### src/sv/ctt_pkg.sv
// shared types, constants and keyword tables for the config text tokenizer
package ctt_pkg;

    localparam int LINE_BITS_DEF   = 16;
    localparam int OFFSET_BITS_DEF = 24;
    localparam int LENGTH_BITS_DEF = 8;
    localparam int QUEUE_DEPTH_DEF = 2;

    localparam logic [7:0] CH_SPACE  = 8'h20;
    localparam logic [7:0] CH_TAB    = 8'h09;
    localparam logic [7:0] CH_CR     = 8'h0D;
    localparam logic [7:0] CH_LF     = 8'h0A;
    localparam logic [7:0] CH_LBRACE = 8'h7B;
    localparam logic [7:0] CH_RBRACE = 8'h7D;
    localparam logic [7:0] CH_SEMI   = 8'h3B;
    localparam logic [7:0] CH_HASH   = 8'h23;

    // keywords: server, location (block), listen, index (directive)
    localparam int KW_COUNT = 4;
    localparam int KW_BLOCK_COUNT = 2;
    localparam logic [3:0] KW_LEN [KW_COUNT] = '{4'd6, 4'd8, 4'd6, 4'd5};
    localparam logic [7:0] KW_TEXT [KW_COUNT][8] = '{
        '{8'h73, 8'h65, 8'h72, 8'h76, 8'h65, 8'h72, 8'h00, 8'h00},
        '{8'h6C, 8'h6F, 8'h63, 8'h61, 8'h74, 8'h69, 8'h6F, 8'h6E},
        '{8'h6C, 8'h69, 8'h73, 8'h74, 8'h65, 8'h6E, 8'h00, 8'h00},
        '{8'h69, 8'h6E, 8'h64, 8'h65, 8'h78, 8'h00, 8'h00, 8'h00}
    };

    typedef enum logic [2:0] {
        KIND_LBRACE    = 3'd0,
        KIND_RBRACE    = 3'd1,
        KIND_SEMICOLON = 3'd2,
        KIND_BLOCK     = 3'd3,
        KIND_DIRECTIVE = 3'd4,
        KIND_VALUE     = 3'd5,
        KIND_END       = 3'd6
    } tok_kind_t;

    typedef struct packed {
        logic [7:0] char_byte;
        logic       is_final;
    } in_item_t;

    typedef struct packed {
        tok_kind_t   token_kind;
        logic [15:0] start_line;
        logic [15:0] start_column;
        logic [23:0] start_offset;
        logic [7:0]  word_length;
        logic        last_of_run;
    } out_item_t;

    typedef struct packed {
        tok_kind_t   kind;
        logic [15:0] line;
        logic [15:0] column;
        logic [23:0] offset;
        logic [7:0]  length;
    } tok_t;

    typedef struct packed {
        tok_t first;
        tok_t second;
        logic two;
    } entry_t;

endpackage

### src/sv/ctt_front.sv
// scanner: classifies each byte, tracks position and builds token entries
module ctt_front
    import ctt_pkg::*;
#(
    parameter int LINE_BITS   = LINE_BITS_DEF,
    parameter int OFFSET_BITS = OFFSET_BITS_DEF,
    parameter int LENGTH_BITS = LENGTH_BITS_DEF
)
(
    input  logic     clk,
    input  logic     rst_n,
    input  logic     in_valid,
    output logic     in_ready,
    input  in_item_t in_item,
    input  logic     q_full,
    output logic     push,
    output entry_t   push_entry
);

    localparam int LX = (LINE_BITS > 16) ? LINE_BITS : 16;
    localparam int OX = (OFFSET_BITS > 24) ? OFFSET_BITS : 24;
    localparam int NX = (LENGTH_BITS > 8) ? LENGTH_BITS : 8;

    typedef enum logic [1:0] {
        MODE_IDLE,
        MODE_WORD,
        MODE_COMMENT
    } mode_t;

    typedef logic [LINE_BITS-1:0]   line_t;
    typedef logic [OFFSET_BITS-1:0] off_t;
    typedef logic [LENGTH_BITS-1:0] len_t;

    function automatic logic [15:0] clamp_line(input line_t v);
        logic [LX-1:0] vx;
        vx = LX'(v);
        return (vx > LX'(16'hFFFF)) ? 16'hFFFF : vx[15:0];
    endfunction

    function automatic logic [23:0] clamp_off(input off_t v);
        logic [OX-1:0] vx;
        vx = OX'(v);
        return (vx > OX'(24'hFFFFFF)) ? 24'hFFFFFF : vx[23:0];
    endfunction

    function automatic logic [7:0] clamp_len(input len_t v);
        logic [NX-1:0] vx;
        vx = NX'(v);
        return (vx > NX'(8'hFF)) ? 8'hFF : vx[7:0];
    endfunction

    function automatic logic [3:0] kw_filter(input logic [3:0] cand, input len_t len,
                                             input logic [7:0] c);
        logic [3:0] r;
        r = cand;
        for (int k = 0; k < KW_COUNT; k++)
        begin
            if (len >= LENGTH_BITS'(KW_LEN[k]) || KW_TEXT[k][len[2:0]] != c)
            begin
                r[k] = 1'b0;
            end
        end
        return r;
    endfunction

    function automatic tok_kind_t word_kind(input logic [3:0] cand, input len_t len);
        tok_kind_t r;
        r = KIND_VALUE;
        for (int k = KW_COUNT - 1; k >= 0; k--)
        begin
            if (cand[k] && len == LENGTH_BITS'(KW_LEN[k]))
            begin
                r = (k < KW_BLOCK_COUNT) ? KIND_BLOCK : KIND_DIRECTIVE;
            end
        end
        return r;
    endfunction

    mode_t      mode_reg, mode_next;
    line_t      line_reg, line_next;
    line_t      col_reg, col_next;
    off_t       off_reg, off_next;
    line_t      ws_line_reg, ws_line_next;
    line_t      ws_col_reg, ws_col_next;
    off_t       ws_off_reg, ws_off_next;
    len_t       wlen_reg, wlen_next;
    logic [3:0] cand_reg, cand_next;

    logic       accept;
    logic [7:0] c;
    logic       fin;
    logic       is_blank, is_delim, is_hash, is_lf;
    line_t      line_mv, col_mv;
    off_t       off_mv;
    len_t       base_len, tb_len;
    logic [3:0] base_cand, tb_cand;
    tok_kind_t  delim_kind;
    tok_t       word_new, word_old, delim_tok, end_tok;
    logic [1:0] ntok;
    tok_t       tok_a, tok_b;

    assign accept   = in_valid && in_ready;
    assign in_ready = !q_full;
    assign c        = in_item.char_byte;
    assign fin      = in_item.is_final;

    assign is_lf    = (c == CH_LF);
    assign is_blank = (c == CH_SPACE) || (c == CH_TAB) || (c == CH_CR) || is_lf;
    assign is_delim = (c == CH_LBRACE) || (c == CH_RBRACE) || (c == CH_SEMI);
    assign is_hash  = (c == CH_HASH);

    assign off_mv  = (off_reg == '1) ? off_reg : off_reg + OFFSET_BITS'(1);
    assign line_mv = !is_lf ? line_reg :
                     (line_reg == '1) ? line_reg : line_reg + LINE_BITS'(1);
    assign col_mv  = is_lf ? LINE_BITS'(1) :
                     (col_reg == '1) ? col_reg : col_reg + LINE_BITS'(1);

    assign base_len  = (mode_reg == MODE_WORD) ? wlen_reg : '0;
    assign base_cand = (mode_reg == MODE_WORD) ? cand_reg : 4'hF;
    assign tb_cand   = kw_filter(base_cand, base_len, c);
    assign tb_len    = (base_len == '1) ? base_len : base_len + LENGTH_BITS'(1);

    assign delim_kind = (c == CH_LBRACE) ? KIND_LBRACE :
                        (c == CH_RBRACE) ? KIND_RBRACE : KIND_SEMICOLON;

    always_comb
    begin
        word_new.kind   = word_kind(tb_cand, tb_len);
        word_new.line   = clamp_line((mode_reg == MODE_WORD) ? ws_line_reg : line_reg);
        word_new.column = clamp_line((mode_reg == MODE_WORD) ? ws_col_reg : col_reg);
        word_new.offset = clamp_off((mode_reg == MODE_WORD) ? ws_off_reg : off_reg);
        word_new.length = clamp_len(tb_len);

        word_old.kind   = word_kind(cand_reg, wlen_reg);
        word_old.line   = clamp_line(ws_line_reg);
        word_old.column = clamp_line(ws_col_reg);
        word_old.offset = clamp_off(ws_off_reg);
        word_old.length = clamp_len(wlen_reg);

        delim_tok.kind   = delim_kind;
        delim_tok.line   = clamp_line(line_reg);
        delim_tok.column = clamp_line(col_reg);
        delim_tok.offset = clamp_off(off_reg);
        delim_tok.length = 8'd1;

        end_tok.kind   = KIND_END;
        end_tok.line   = clamp_line(line_mv);
        end_tok.column = clamp_line(col_mv);
        end_tok.offset = clamp_off(off_mv);
        end_tok.length = 8'd0;
    end

    always_comb
    begin
        mode_next    = mode_reg;
        line_next    = line_reg;
        col_next     = col_reg;
        off_next     = off_reg;
        ws_line_next = ws_line_reg;
        ws_col_next  = ws_col_reg;
        ws_off_next  = ws_off_reg;
        wlen_next    = wlen_reg;
        cand_next    = cand_reg;
        ntok         = 2'd0;
        tok_a        = delim_tok;
        tok_b        = delim_tok;

        case (mode_reg)
            MODE_COMMENT:
            begin
                line_next = line_mv;
                col_next  = col_mv;
                off_next  = off_mv;
                if (is_lf)
                begin
                    mode_next = MODE_IDLE;
                end
            end
            default:
            begin
                if (mode_reg == MODE_WORD && !is_blank && !is_delim)
                begin
                    line_next = line_mv;
                    col_next  = col_mv;
                    off_next  = off_mv;
                    wlen_next = tb_len;
                    cand_next = tb_cand;
                    if (fin)
                    begin
                        tok_a = word_new;
                        ntok  = 2'd1;
                    end
                end
                else
                begin
                    // word ended by a blank or delimiter goes out first
                    if (mode_reg == MODE_WORD)
                    begin
                        tok_a = word_old;
                        ntok  = 2'd1;
                    end
                    if (is_blank)
                    begin
                        line_next = line_mv;
                        col_next  = col_mv;
                        off_next  = off_mv;
                        mode_next = MODE_IDLE;
                        if (fin)
                        begin
                            if (ntok == 2'd0)
                            begin
                                tok_a = end_tok;
                            end
                            else
                            begin
                                tok_b = end_tok;
                            end
                            ntok = ntok + 2'd1;
                        end
                    end
                    else if (is_delim)
                    begin
                        if (ntok == 2'd0)
                        begin
                            tok_a = delim_tok;
                        end
                        else
                        begin
                            tok_b = delim_tok;
                        end
                        ntok      = ntok + 2'd1;
                        line_next = line_mv;
                        col_next  = col_mv;
                        off_next  = off_mv;
                        mode_next = MODE_IDLE;
                    end
                    else if (is_hash)
                    begin
                        mode_next = MODE_COMMENT;
                        line_next = line_mv;
                        col_next  = col_mv;
                        off_next  = off_mv;
                    end
                    else
                    begin
                        ws_line_next = line_reg;
                        ws_col_next  = col_reg;
                        ws_off_next  = off_reg;
                        wlen_next    = tb_len;
                        cand_next    = tb_cand;
                        line_next    = line_mv;
                        col_next     = col_mv;
                        off_next     = off_mv;
                        mode_next    = MODE_WORD;
                        if (fin)
                        begin
                            tok_a = word_new;
                            ntok  = 2'd1;
                        end
                    end
                end
            end
        endcase

        // last byte of a text restarts everything
        if (fin)
        begin
            mode_next    = MODE_IDLE;
            line_next    = LINE_BITS'(1);
            col_next     = LINE_BITS'(1);
            off_next     = '0;
            ws_line_next = LINE_BITS'(1);
            ws_col_next  = LINE_BITS'(1);
            ws_off_next  = '0;
            wlen_next    = '0;
            cand_next    = 4'hF;
        end
    end

    assign push              = accept && (ntok != 2'd0);
    assign push_entry.first  = tok_a;
    assign push_entry.second = tok_b;
    assign push_entry.two    = (ntok == 2'd2);

    always_ff @(posedge clk or negedge rst_n)
    begin
        if (!rst_n)
        begin
            mode_reg    <= MODE_IDLE;
            line_reg    <= LINE_BITS'(1);
            col_reg     <= LINE_BITS'(1);
            off_reg     <= '0;
            ws_line_reg <= LINE_BITS'(1);
            ws_col_reg  <= LINE_BITS'(1);
            ws_off_reg  <= '0;
            wlen_reg    <= '0;
            cand_reg    <= 4'hF;
        end
        else if (accept)
        begin
            mode_reg    <= mode_next;
            line_reg    <= line_next;
            col_reg     <= col_next;
            off_reg     <= off_next;
            ws_line_reg <= ws_line_next;
            ws_col_reg  <= ws_col_next;
            ws_off_reg  <= ws_off_next;
            wlen_reg    <= wlen_next;
            cand_reg    <= cand_next;
        end
    end

endmodule

### src/sv/ctt_queue.sv
// short fifo of token entries between scanner and output side
module ctt_queue
    import ctt_pkg::*;
#(
    parameter int QUEUE_DEPTH = QUEUE_DEPTH_DEF
)
(
    input  logic   clk,
    input  logic   rst_n,
    input  logic   push,
    input  entry_t push_entry,
    output logic   full,
    input  logic   pop,
    output logic   empty,
    output entry_t head
);

    localparam int PW = (QUEUE_DEPTH > 1) ? $clog2(QUEUE_DEPTH) : 1;
    localparam int CW = $clog2(QUEUE_DEPTH + 1);

    entry_t          mem_reg [QUEUE_DEPTH];
    logic [PW-1:0]   wr_ptr_reg, wr_ptr_next;
    logic [PW-1:0]   rd_ptr_reg, rd_ptr_next;
    logic [CW-1:0]   count_reg, count_next;
    logic            do_push, do_pop;

    assign full    = (count_reg == CW'(QUEUE_DEPTH));
    assign empty   = (count_reg == '0);
    assign do_push = push && !full;
    assign do_pop  = pop && !empty;
    assign head    = mem_reg[rd_ptr_reg];

    always_comb
    begin
        wr_ptr_next = wr_ptr_reg;
        rd_ptr_next = rd_ptr_reg;
        count_next  = count_reg;
        if (do_push)
        begin
            wr_ptr_next = (wr_ptr_reg == PW'(QUEUE_DEPTH - 1)) ? '0 : wr_ptr_reg + PW'(1);
        end
        if (do_pop)
        begin
            rd_ptr_next = (rd_ptr_reg == PW'(QUEUE_DEPTH - 1)) ? '0 : rd_ptr_reg + PW'(1);
        end
        if (do_push && !do_pop)
        begin
            count_next = count_reg + CW'(1);
        end
        else if (do_pop && !do_push)
        begin
            count_next = count_reg - CW'(1);
        end
    end

    always_ff @(posedge clk)
    begin
        if (do_push)
        begin
            mem_reg[wr_ptr_reg] <= push_entry;
        end
    end

    always_ff @(posedge clk or negedge rst_n)
    begin
        if (!rst_n)
        begin
            wr_ptr_reg <= '0;
            rd_ptr_reg <= '0;
            count_reg  <= '0;
        end
        else
        begin
            wr_ptr_reg <= wr_ptr_next;
            rd_ptr_reg <= rd_ptr_next;
            count_reg  <= count_next;
        end
    end

endmodule

### src/sv/ctt_back.sv
// output side: splits two-token entries and holds the output register
module ctt_back
    import ctt_pkg::*;
(
    input  logic      clk,
    input  logic      rst_n,
    input  logic      empty,
    input  entry_t    head,
    output logic      pop,
    output logic      out_valid,
    input  logic      out_ready,
    output out_item_t out_item
);

    logic      out_valid_reg, out_valid_next;
    out_item_t out_item_reg, out_item_next;
    logic      pend_valid_reg, pend_valid_next;
    tok_t      pend_reg, pend_next;
    logic      load;

    function automatic out_item_t make_item(input tok_t t, input logic last);
        out_item_t r;
        r.token_kind   = t.kind;
        r.start_line   = t.line;
        r.start_column = t.column;
        r.start_offset = t.offset;
        r.word_length  = t.length;
        r.last_of_run  = last;
        return r;
    endfunction

    assign load = !out_valid_reg || out_ready;
    assign pop  = load && !pend_valid_reg && !empty;

    always_comb
    begin
        out_valid_next  = out_valid_reg;
        out_item_next   = out_item_reg;
        pend_valid_next = pend_valid_reg;
        pend_next       = pend_reg;
        if (load)
        begin
            if (pend_valid_reg)
            begin
                out_valid_next  = 1'b1;
                out_item_next   = make_item(pend_reg, 1'b1);
                pend_valid_next = 1'b0;
            end
            else if (!empty)
            begin
                out_valid_next  = 1'b1;
                out_item_next   = make_item(head.first, !head.two);
                pend_valid_next = head.two;
                pend_next       = head.second;
            end
            else
            begin
                out_valid_next = 1'b0;
            end
        end
    end

    always_ff @(posedge clk or negedge rst_n)
    begin
        if (!rst_n)
        begin
            out_valid_reg  <= 1'b0;
            pend_valid_reg <= 1'b0;
        end
        else
        begin
            out_valid_reg  <= out_valid_next;
            pend_valid_reg <= pend_valid_next;
        end
    end

    always_ff @(posedge clk)
    begin
        out_item_reg <= out_item_next;
        pend_reg     <= pend_next;
    end

    assign out_valid = out_valid_reg;
    assign out_item  = out_item_reg;

endmodule

### src/sv/config_text_tokenizer.sv
// top level of the config text tokenizer: scanner, entry queue, output stage
//
//  channel | direction | handshake            | item
//  --------+-----------+----------------------+--------------------------------
//  in      | input     | in_valid / in_ready  | in_item_t: one byte of text
//  out     | output    | out_valid / out_ready| out_item_t: one token
//
// one byte is taken per cycle while in_ready is high; each token is registered in the
// entry queue, then in the output stage. a byte that yields two tokens frees its queue
// entry at once and holds its second token in the output stage, so while out_ready is
// high the output moves one token per cycle; in_ready drops only when the queue is full
// reset clears scan state, queue pointers and output valid
module config_text_tokenizer
    import ctt_pkg::*;
#(
    parameter int LINE_BITS   = LINE_BITS_DEF,
    parameter int OFFSET_BITS = OFFSET_BITS_DEF,
    parameter int LENGTH_BITS = LENGTH_BITS_DEF,
    parameter int QUEUE_DEPTH = QUEUE_DEPTH_DEF
)
(
    input  logic      clk,
    input  logic      rst_n,
    input  logic      in_valid,
    output logic      in_ready,
    input  in_item_t  in_item,
    output logic      out_valid,
    input  logic      out_ready,
    output out_item_t out_item
);

    logic   q_full;
    logic   q_empty;
    logic   push;
    logic   pop;
    entry_t push_entry;
    entry_t head;

    ctt_front #(
        .LINE_BITS   (LINE_BITS),
        .OFFSET_BITS (OFFSET_BITS),
        .LENGTH_BITS (LENGTH_BITS)
    ) u_front (
        .clk        (clk),
        .rst_n      (rst_n),
        .in_valid   (in_valid),
        .in_ready   (in_ready),
        .in_item    (in_item),
        .q_full     (q_full),
        .push       (push),
        .push_entry (push_entry)
    );

    ctt_queue #(
        .QUEUE_DEPTH (QUEUE_DEPTH)
    ) u_queue (
        .clk        (clk),
        .rst_n      (rst_n),
        .push       (push),
        .push_entry (push_entry),
        .full       (q_full),
        .pop        (pop),
        .empty      (q_empty),
        .head       (head)
    );

    ctt_back u_back (
        .clk       (clk),
        .rst_n     (rst_n),
        .empty     (q_empty),
        .head      (head),
        .pop       (pop),
        .out_valid (out_valid),
        .out_ready (out_ready),
        .out_item  (out_item)
    );

endmodule
### config.mk
export PLATFORM = sky130hd
export DESIGN_NAME = config_text_tokenizer
export DESIGN_NICKNAME = d
export VERILOG_FILES = /design/src/sv/ctt_pkg.sv /design/src/sv/ctt_front.sv /design/src/sv/ctt_queue.sv /design/src/sv/ctt_back.sv /design/src/sv/config_text_tokenizer.sv
export SDC_FILE = /design/constraint.sdc
export NUM_CORES = 1
export LEC_CHECK = 0
export ABC_AREA = 0
export BUFFER_PORTS_ARGS = -buffer_cell sky130_fd_sc_hd__buf_2
export CAP_MARGIN = 20
export CORE_ASPECT_RATIO = 1.4
export CORE_MARGIN = 5
export CORE_UTILIZATION = 55
export CTS_CLUSTER_SIZE = 30
export DETAILED_ROUTE_END_ITERATION = 12
export MAX_ROUTING_LAYER = met4
export PLACE_DENSITY = 0.72
export SLEW_MARGIN = 10
export SYNTH_ARGS = -nofsm -noshare
export SYNTH_HDL_FRONTEND = slang
export SYNTH_SLANG_ARGS = --single-unit
export TNS_END_PERCENT = 50
### constraint.sdc
create_clock -name clk -period 11.39 [get_ports clk]
set_input_delay 0 -clock clk [delete_from_list [all_inputs] [get_ports clk]]
set_output_delay 0 -clock clk [all_outputs]
set_load 0.01 [all_outputs]
# Word-level counts from Yosys, hierarchy flattened
# Memories as Yosys holds them, arrays and structs flattened.
# Index checks and enable logic that the tools add are counted.
# totals
register_bits	267
latchBits	0
ram_bits	270
mem_bits_ro	256
inputBits	13
out_inout_bits	70
wordCells	269
memories	5
# op_classes
n_addsub	9
multipliers	0
div_mod_pow	0
n_lt_le_gt_ge	18
eq_ne	37
shifts	0
muxes	126
n_bitwise	3
reduce_logical	46
# memory_table
name	depth	width	rd	rd_clocked_by_memory_dff	wr	line	text
u_queue.mem_reg	2	135	1	0	1	ctt_queue.sv:21	entry_t mem_reg [QUEUE_DEPTH];
(name not given)	8	8	1	0	0	ctt_front.sv:58	if (len >= LENGTH_BITS'(KW_LEN[k]) || KW_TEXT[k][len[2:0]] != c)
(name not given)	8	8	1	0	0	ctt_front.sv:58	
(name not given)	8	8	1	0	0	ctt_front.sv:58	
(name not given)	8	8	1	0	0	ctt_front.sv:58	
# op_table
op	count
67-bit two-way mux	16
16-bit two-way mux	28
24-bit two-way mux	13
8-bit two-way mux	18
68-bit two-way mux	2
16-bit > comparator (second input constant)	8
24-bit > comparator (second input constant)	4
8-bit by 4-bit equality test with 1-bit output (second input constant)	5
2-bit two-way mux	19
16-bit by 1-bit adder with 16-bit output (second input constant)	2
16-bit equality test (second input constant)	2
8-bit by 3-bit equality test with 1-bit output (second input constant)	4
8-bit != test	4
4-bit two-way mux	7
24-bit by 1-bit adder with 24-bit output (second input constant)	1
24-bit equality test (second input constant)	1
8-bit by 6-bit equality test with 1-bit output (second input constant)	3
1-bit logical AND	18
1-bit two-way mux	18
8-bit by 7-bit equality test with 1-bit output (second input constant)	2
8-bit by 3-bit greater-or-equal comparator with 1-bit output (second input constant)	2
8-bit > comparator (second input constant)	2
3-bit two-way mux	5
2-bit != test (second input constant)	6
other kinds (21)	49

# Depth between registers and ports, before layout
# Gate-level depths: netlist (run 1).
# depth
depth_word	22
mapped_depth	15
mapped_depth_nobuf	11

# By module
# A second synthesis (run 1) with hierarchy kept.
# unflattened
cells_unflattened	2166
hier_area_um2	26056.2
# by_module_without_submodules
module	instances	cells_per_inst	area_each_um2	seq_area_each_um2
ctt_front	1	1504	10711.5	3163.0
ctt_queue	1	439	10087.2	8207.9
ctt_back	1	223	5257.5	4103.9

# Least setup slack after synthesis (run 1)
# Ideal clock, no wire load.
# synth_path
path_type	reg2reg
from	reg u_front.mode_reg[0]
to	mem u_queue.mem_reg[0][0] (netlist name), enable pin
setup_time_ps	617
arrival_time_ps	7764
t_required_ps	10773
slack_ps	3009
path_stages_with_launch	12
n_path_buf	4
synth_period_minus_slack_ps	8381
path_cell_list	dfrtp_1 -> nor2b_1 -> buf_2 -> inv_1 -> clkbuf_1 -> buf_1 -> clkbuf_1 -> ha_1 -> a21oi_1 -> a311oi_1 -> o31ai_1 -> nor2_1
# synth_via
elab_chain_cells	15
word_cells_on_any_way	20
classes_between	1 x add/sub; 2 x eq/ne; 12 x mux; 5 x reduce/logical
# synth_lines
item	line	text
start: declaration	ctt_front.sv:79	mode_t mode_reg, mode_next;
start signal: assignment	ctt_front.sv:301	mode_reg <= mode_next;
branches (longest 9 deep; another with 2-bit by 1-bit adder with 2-bit output)	-	
2-bit two-way mux (*)	ctt_front.sv:168	case (mode_reg)
2-bit nonzero test (*)	ctt_front.sv:280	assign push = accept && (ntok != 2'd0);
1-bit logical AND (*)	ctt_front.sv:280	
1-bit logical AND (*)	ctt_queue.sv:29	assign do_push = push && !full;
1-bit two-way mux (*)	ctt_queue.sv:58	if (do_push)
1-bit two-way mux (implied by the code) (*)	ctt_queue.sv:60	mem_reg[wr_ptr_reg] <= push_entry;
end: declaration	ctt_queue.sv:21	
# Every way passes the cells marked *. The select of a mux whose other input is x is not followed.

# Worst setup path in the final report (run 1)
# layout_path
from	reg u_front.mode_reg[0]
to	mem u_queue.mem_reg[0][1] (netlist name), enable pin
# Same word-level chain as after synthesis.

==> results of run 1 <==
-- where the power goes --
part	total (mW)	leakage [nW]	internal (mW)	switching [mW]
registers	2.91	5.34	2.68	0.227
logic	1.73	3.52	0.591	1.14
clock network	1.75	0.838	1.04	0.712
total	6.38	9.70	4.31	2.08
-- routing by layer --
| metal | track usage (%) | vias up | routed length [µm] |
|---|---|---|---|
| met3 | 4.122 | 192 | 4572 |
| met4 | 11.48 | 0 | 3064 |
| met1 | 33.22 | 8700 | 24880 |
| met5 | - | - | 0 |
| li1 | - | 8040 | - |
| met2 | 43.53 | 754 | 31670 |
-- path summary, 6_finish.rpt --
path,to,startpoint,slack (ns),cells after the start
max,u_queue.mem_reg[0][1],u_front.mode_reg[0],7.20,10
max reg2reg,u_queue.mem_reg[0][1],u_front.mode_reg[0],7.20,10
min,u_front.cand_reg[0],in_item[6],0.02,5
max in group asynchronous,u_queue.rd_ptr_reg,rst_n,9.91,3
min in group asynchronous,u_queue.count_reg[0],rst_n,0.06,2
min reg2reg,u_front.ws_col_reg[0],u_front.ws_col_reg[0],0.50,2
-- what timing repair did --
action / in CTS / in global routing
gates resized for setup: 0 / 0
hold buffers: 2 / 0
hold endpoints to repair: 80 / 0
-- layout make-up --
class / instances / area share, %
flip-flops and latches: 516 / 54.88
multi-input cells: 1390 / 32.40
clock buffers: 55 / 4.568
repair buffers: 124 / 2.867
well taps: 558 / 2.580
clock inverters: 33 / 1.757
inverters: 68 / 0.9432
-- worst reg2reg max path: cells and delay by family (launching register included) --
| kind | cells | cell delay [ns] |
|---|---|---|
| compound gates | 3 | 0.43 |
| simple gates | 2 | 0.44 |
| fa+ha+maj | 1 | 0.22 |
| flops | 1 | 0.50 |
| buf+inv | 4 | 2.06 |
-- cell families (layout without fill, tap and decap cells) --
logic type | count (synthesis) | after routing | synth area share (%)
AOI/OAI and AO/OA | 593 | 593 | 15.09
and+or+nand+nor | 593 | 593 | 11.82
DFF | 516 | 516 | 60.49
buffers and inverters | 251 | 280 | 4.064
muxes | 151 | 151 | 6.496
xor gates and xnor gates | 43 | 43 | 1.535
adders and majority gates | 10 | 10 | 0.4997
-- placed cells by master (no fill, tap or decap), types with 11 or more instances in the layout --
master       n
mux2i_1     85
mux2_2      66
a22oi_1     17
edfxtp_1   384
a211oi_1    13
a21oi_1    158
nand2b_1    12
dfrtp_1    122
o21ai_0    202
o211ai_1    13
nor3_1      36
buf_2       81
nand4_1     18
nor2b_1     11
buf_4       35
clkbuf_16   47
nand2_1    198
xnor2_1     26
xor2_1      17
inv_1       66
a221o_1     14
or3_1       11
and3_1      18
o22ai_1     20
bufinv_16   11
nor2_1     107
nor4_1      17
a31oi_1     32
nand3_1    101
==> flow_summary.yaml, run 1 <==
run_status:
  outcome: "completed"
cts:
  worstSkewPairLatency_ns: 0.58
  cts-root-buf: "clkbuf_16"
  h-tree-depth: 2
  cts_tree: "yes"
  cts.clk_slew.worst_paths_ns: 0.07
  post_cts_buffers: 0
  clock_sinks: 516
  clockBufferDepth: 3
  cts_buffers: 47
sta:
  slew_headroom_pct: 18.83
  finalSetupViolations: 0
  fin_tns_setup_ns: 0
  min_period_ns: 4.190
  hold_viol: 0
  finalHoldWorstSlack_ns: 0.02444
  rsz0062_at_grt: "no"
  final.period_utilization_pct: 36.78
  worst_pin_slew_ns: 1.213
  skew_ns: 0.01845
  final-max-slew-violation-count: 0
  setup_ws_ns: 7.200
  fmax_mhz: 238.7
detailed_routing:
  via_count: 17690
  drc_errors: 0
  viasPerCell: 6.445
  ant_nets: 0
  routed_wl_mm: 64.18
  drtIter0Drc: 1738
  firstDrtPassIters: 8
  wire_per_inst_um: 23.39
worst_setup_path:
  crit_type: "reg2reg"
  cpPeakStageDelay_ns: 0.85
  path_cells: "nor2b_2, buf_4, ha_1, o21ai_0, a21oi_1, o31ai_1, buf_4, nor2_4, buf_4, buf_4"
  end_kind: "register"
  cp_data_required_time_ns: 11.58
  critPathLaunchType: "register"
  worstPathArrival_ns: 4.38
  worstPathMaxFanout: 77
  crit_top_cell: "buf_4"
  critical_path.top_delay_family: "buffers and inverters"
  critPathSlowestCell: "buf_4"
  critPathBufInv: 4
die:
  io_pins: 83
  die_w_um: 188.5
  core_mm2: 0.04406
  start_util_pct: 55.69
  fp-row-count: 91
  die-area_mm2: 0.04900
  fp.dieH_um: 259.9
synth:
  yosysMostFrequentCell: "edfxtp_1"
  synth.distinct_cells: 87
  ys_seq_area_share_pct: 60.49
  syn_nets: 2179
  syn_inst: 2157
  synthTopCellsByArea: "edfxtp_1 (47%), dfrtp_1 (13%), o21ai_0 (4.1%)"
  synthArstFlopShare_pct: 25.58
  netlist_area_mm2: 0.02454
  yosysTopAreaCell: "edfxtp_1"
  yosys.area.top_type_share_pct: 46.99
  ys_top_cells_by_count: "edfxtp_1 (384), o21ai_0 (203), nand2_1 (199)"
  ys_ff_latch: 516
  synth.avg_cell_area_um2: 11.38
  synth_edf_count: 384
  ys.warnings.count: 0
  synthFlopType: "edfxtp_1"
cells_and_area:
  post-route-util_pct: 61.41
  stdcell_count: 2744
  area_growth_pct: 10.28
  fin_nets: 2169
  drive_above_1_share_pct: 14.32
  multi_input_area_mm2: 0.008768
  stdcell_area_mm2: 0.02706
  antenna_cells: 0
  register_area_mm2: 0.01485
  largest_reg_flops: 256
  fill_cells: 3431
placement:
  placedCellCount: 2651
  place_area_mm2: 0.02529
  place.port_buffers: 82
  routabilityCongestion: 0.9511
  dp_hpwl_mm: 40.84
  pre_cts_slack_ns: 7.015
hold_path:
  hold_class: "in2reg"
power_and_ir_drop:
  p_leak_nw: 9.697
  power_density_mw_per_mm2: 235.9
  finalPower_mw: 6.384
  ir_drop_v: 0.0001740
grt:
  grt_first_pass_wirelength_mm: 99.58
  antenna_found_initial: 0
  gr-total-overflow: 0
  grt_usage_pct: 26.58
  grt_max_degree: 110
  grt_pass1_vias: 17330
run:
  max_cap_viol_count: 0
Power figures use the tool's default switching activity.
==> inputs of run 2 (changes only) <==
--- a/config.mk
+++ b/config.mk
@@ -14,7 +14,7 @@
 export CTS_CLUSTER_SIZE = 30
 export DETAILED_ROUTE_END_ITERATION = 12
 export MAX_ROUTING_LAYER = met4
-export PLACE_DENSITY = 0.72
+export PLACE_DENSITY = 0.75
 export SLEW_MARGIN = 10
 export SYNTH_ARGS = -nofsm -noshare
 export SYNTH_HDL_FRONTEND = slang
==> constraint.sdc (replaced) <==
create_clock -name clk -period 3.7 [get_ports clk]
set_input_delay 0 -clock clk [delete_from_list [all_inputs] [get_ports clk]]
set_output_delay 0 -clock clk [all_outputs]
set_load 0.01 [all_outputs]
==> run 2 against run 1 <==
Against the previous run:
- clock power increased to 2.9 times the previous value
- maximum frequency is 25% higher
- total power grew to 3.1 times the previous value
- wire length rose by 1.1%
- final area increased by 0.76%
- global-route usage rose by 0.24 points
==> flow_summary.yaml, run 2 (synthesized netlist as in run 1, its figures left out) <==
detailed_routing:
  via_count: 18020
  drtIter0Drc: 2030
  ant_nets: 0
  drc_errors: 0
  viasPerCell: 6.497
  routed_wl_mm: 64.86
  firstDrtPassIters: 6
  wire_per_inst_um: 23.38
cts:
  cts.clk_slew.worst_paths_ns: 0.07
  worstSkewPairLatency_ns: 0.56
  h-tree-depth: 2
  clock_sinks: 516
  cts_tree: "yes"
  clockBufferDepth: 3
  post_cts_buffers: 0
  cts-root-buf: "clkbuf_16"
  cts-resized-gates: 0
  cts_buffers: 48
power_and_ir_drop:
  finalPower_mw: 19.50
  combPwrFrac_pct: 28.5
  p_leak_nw: 9.797
  p_sw_share_pct: 32.99
  power_frac_clock_pct: 25.9
  power_density_mw_per_mm2: 715.2
  ir_drop_v: 0.0004096
  internal_power_mw: 13.07
  seqPwrFrac_pct: 45.7
  p_sw_mw: 6.435
hold_path:
  hold_class: "in2reg"
worst_setup_path:
  crit_top_cell: "or4_1"
  path_cells: "and3b_1, inv_1, ha_1, and4bb_2, mux2i_1, or4_1, or4_1, o22ai_1, a21oi_1"
  worstPathMaxFanout: 11
  worstPathArrival_ns: 3.65
  critPathSlowestCell: "dfrtp_1"
  cpPeakStageDelay_ns: 0.50
  cp_data_required_time_ns: 4.01
  end_kind: "register"
  critPathLaunchType: "register"
  crit_type: "reg2reg"
sta:
  min_period_ns: 3.341
  hold_viol: 0
  worst_pin_slew_ns: 0.9883
  final-max-slew-violation-count: 0
  fmax_mhz: 299.3
  final.period_utilization_pct: 90.30
  finalSetupViolations: 0
  rsz0062_at_grt: "no"
  skew_ns: 0.009928
  fin_tns_setup_ns: 0
  slew_headroom_pct: 33.51
grt:
  grt_max_degree: 92
  gr-total-overflow: 0
  grt_usage_pct: 26.82
  grt_first_pass_wirelength_mm: 100.6
  antenna_found_initial: 0
  grt_pass1_vias: 17650
cells_and_area:
  stdcell_area_mm2: 0.02727
  final_cell_mix: "edfxtp_1 (384), o21ai_0 (202), nand2_1 (198)"
  largest_reg_flops: 256
  fin_nets: 2200
  layout_commonest_cell: "edfxtp_1"
  fill_cells: 3396
  area_growth_pct: 11.12
  drive_above_1_share_pct: 15.34
  antenna_cells: 0
die:
  io_pins: 83
  die_w_um: 188.5
  fp-row-count: 91
  core_mm2: 0.04406
  fp.dieH_um: 259.9
  start_util_pct: 55.69
  die-area_mm2: 0.04900
run_status:
  outcome: "completed"
run:
  max_cap_viol_count: 0
placement:
  place.port_buffers: 82
  place_area_mm2: 0.02561
  dp_hpwl_mm: 41.27
  routabilityCongestion: 0.9415
-- run 2: changes by cell type in the layout (fill, tap and decap cells not counted), sizes merged --
cell and delta:
clkinv +2, inv -4, clkinvlp +3, dlygate4sd3 +3, clkbuf +2, bufinv -5
buf +29
-- run 2: repair_timing --
item,CTS,global route
hold buffers,5,0
endpoints found under the setup margin,0,0
endpoints found under the hold margin,85,0
-- run 2: critical path, delay by kind of cell (launching register included) --
family / cells / cell delay (ns)
AOI/OAI and AO/OA: 2 / 0.30
adders and majority gates: 1 / 0.32
DFF: 1 / 0.50
muxes: 1 / 0.10
and+or+nand+nor: 4 / 1.70
buffers and inverters: 1 / 0.16
-- run 2: worst paths after layout --
kind	depth (start not counted)	startpoint	slack (ns)	endpoint
max	9	u_front.mode_reg[1]	0.36	u_queue.mem_reg[0][132]
min	3	in_item[3]	0.04	u_queue.mem_reg[1][65]
max reg2reg	9	u_front.mode_reg[1]	0.36	u_queue.mem_reg[0][132]
min reg2reg	2	u_front.ws_line_reg[0]	0.51	u_front.ws_line_reg[0]
max in group asynchronous	3	rst_n	2.61	u_front.ws_col_reg[0]
min in group asynchronous	2	rst_n	0.07	u_queue.count_reg[1]
-- run 2: power by group through the flow --
stage / clock, mW / sequential [mW] / combinational [mW]
final: 5.05 / 8.91 / 5.55
after global routing: 5.35 / 9.04 / 5.99
after CTS: 5.12 / 8.91 / 5.58
after detailed placement: 0 / 9.02 / 5.55
after global placement: 0 / 8.94 / 5.43
after floorplan: 0 / 8.98 / 3.49
-- run 2: final cells by class --
type	count	area, µm²	area share (%)
well taps	558	698.2	2.560
multi-input cells	1390	8797	32.26
inverters	68	257.7	0.9453
flip-flops and latches	516	14850	54.47
clock buffers	59	1284	4.708
clock inverters	29	321.6	1.179
repair buffers	154	1057	3.877
-- run 2: per-stage QoR --
step / hold WS [ns] / utilization (%) / cells / worst slack [ns]
finish: 0.04466 / 61.88 / 2774 / 0.3590
global route: 0.07711 / 61.88 / 2774 / 0.1597
CTS: 0.01611 / 61.88 / 2774 / 0.3857
detailed placement: 0.1381 / 58.13 / 2681 / 0.4087
global placement: 0.1393 / 58.13 / 2681 / 0.4618
floorplan: -0.2956 / - / 2157 / -0.7554
-- run 2: per-layer routing --
metal  track usage, %  up-vias  share of wire (%)
met5                -        -                  0
met4            13.59        0                5.4
met3            3.692      219                7.9
met2            44.20      890                 50
met1            32.70     8827                 37
li1                 -     8087                  -
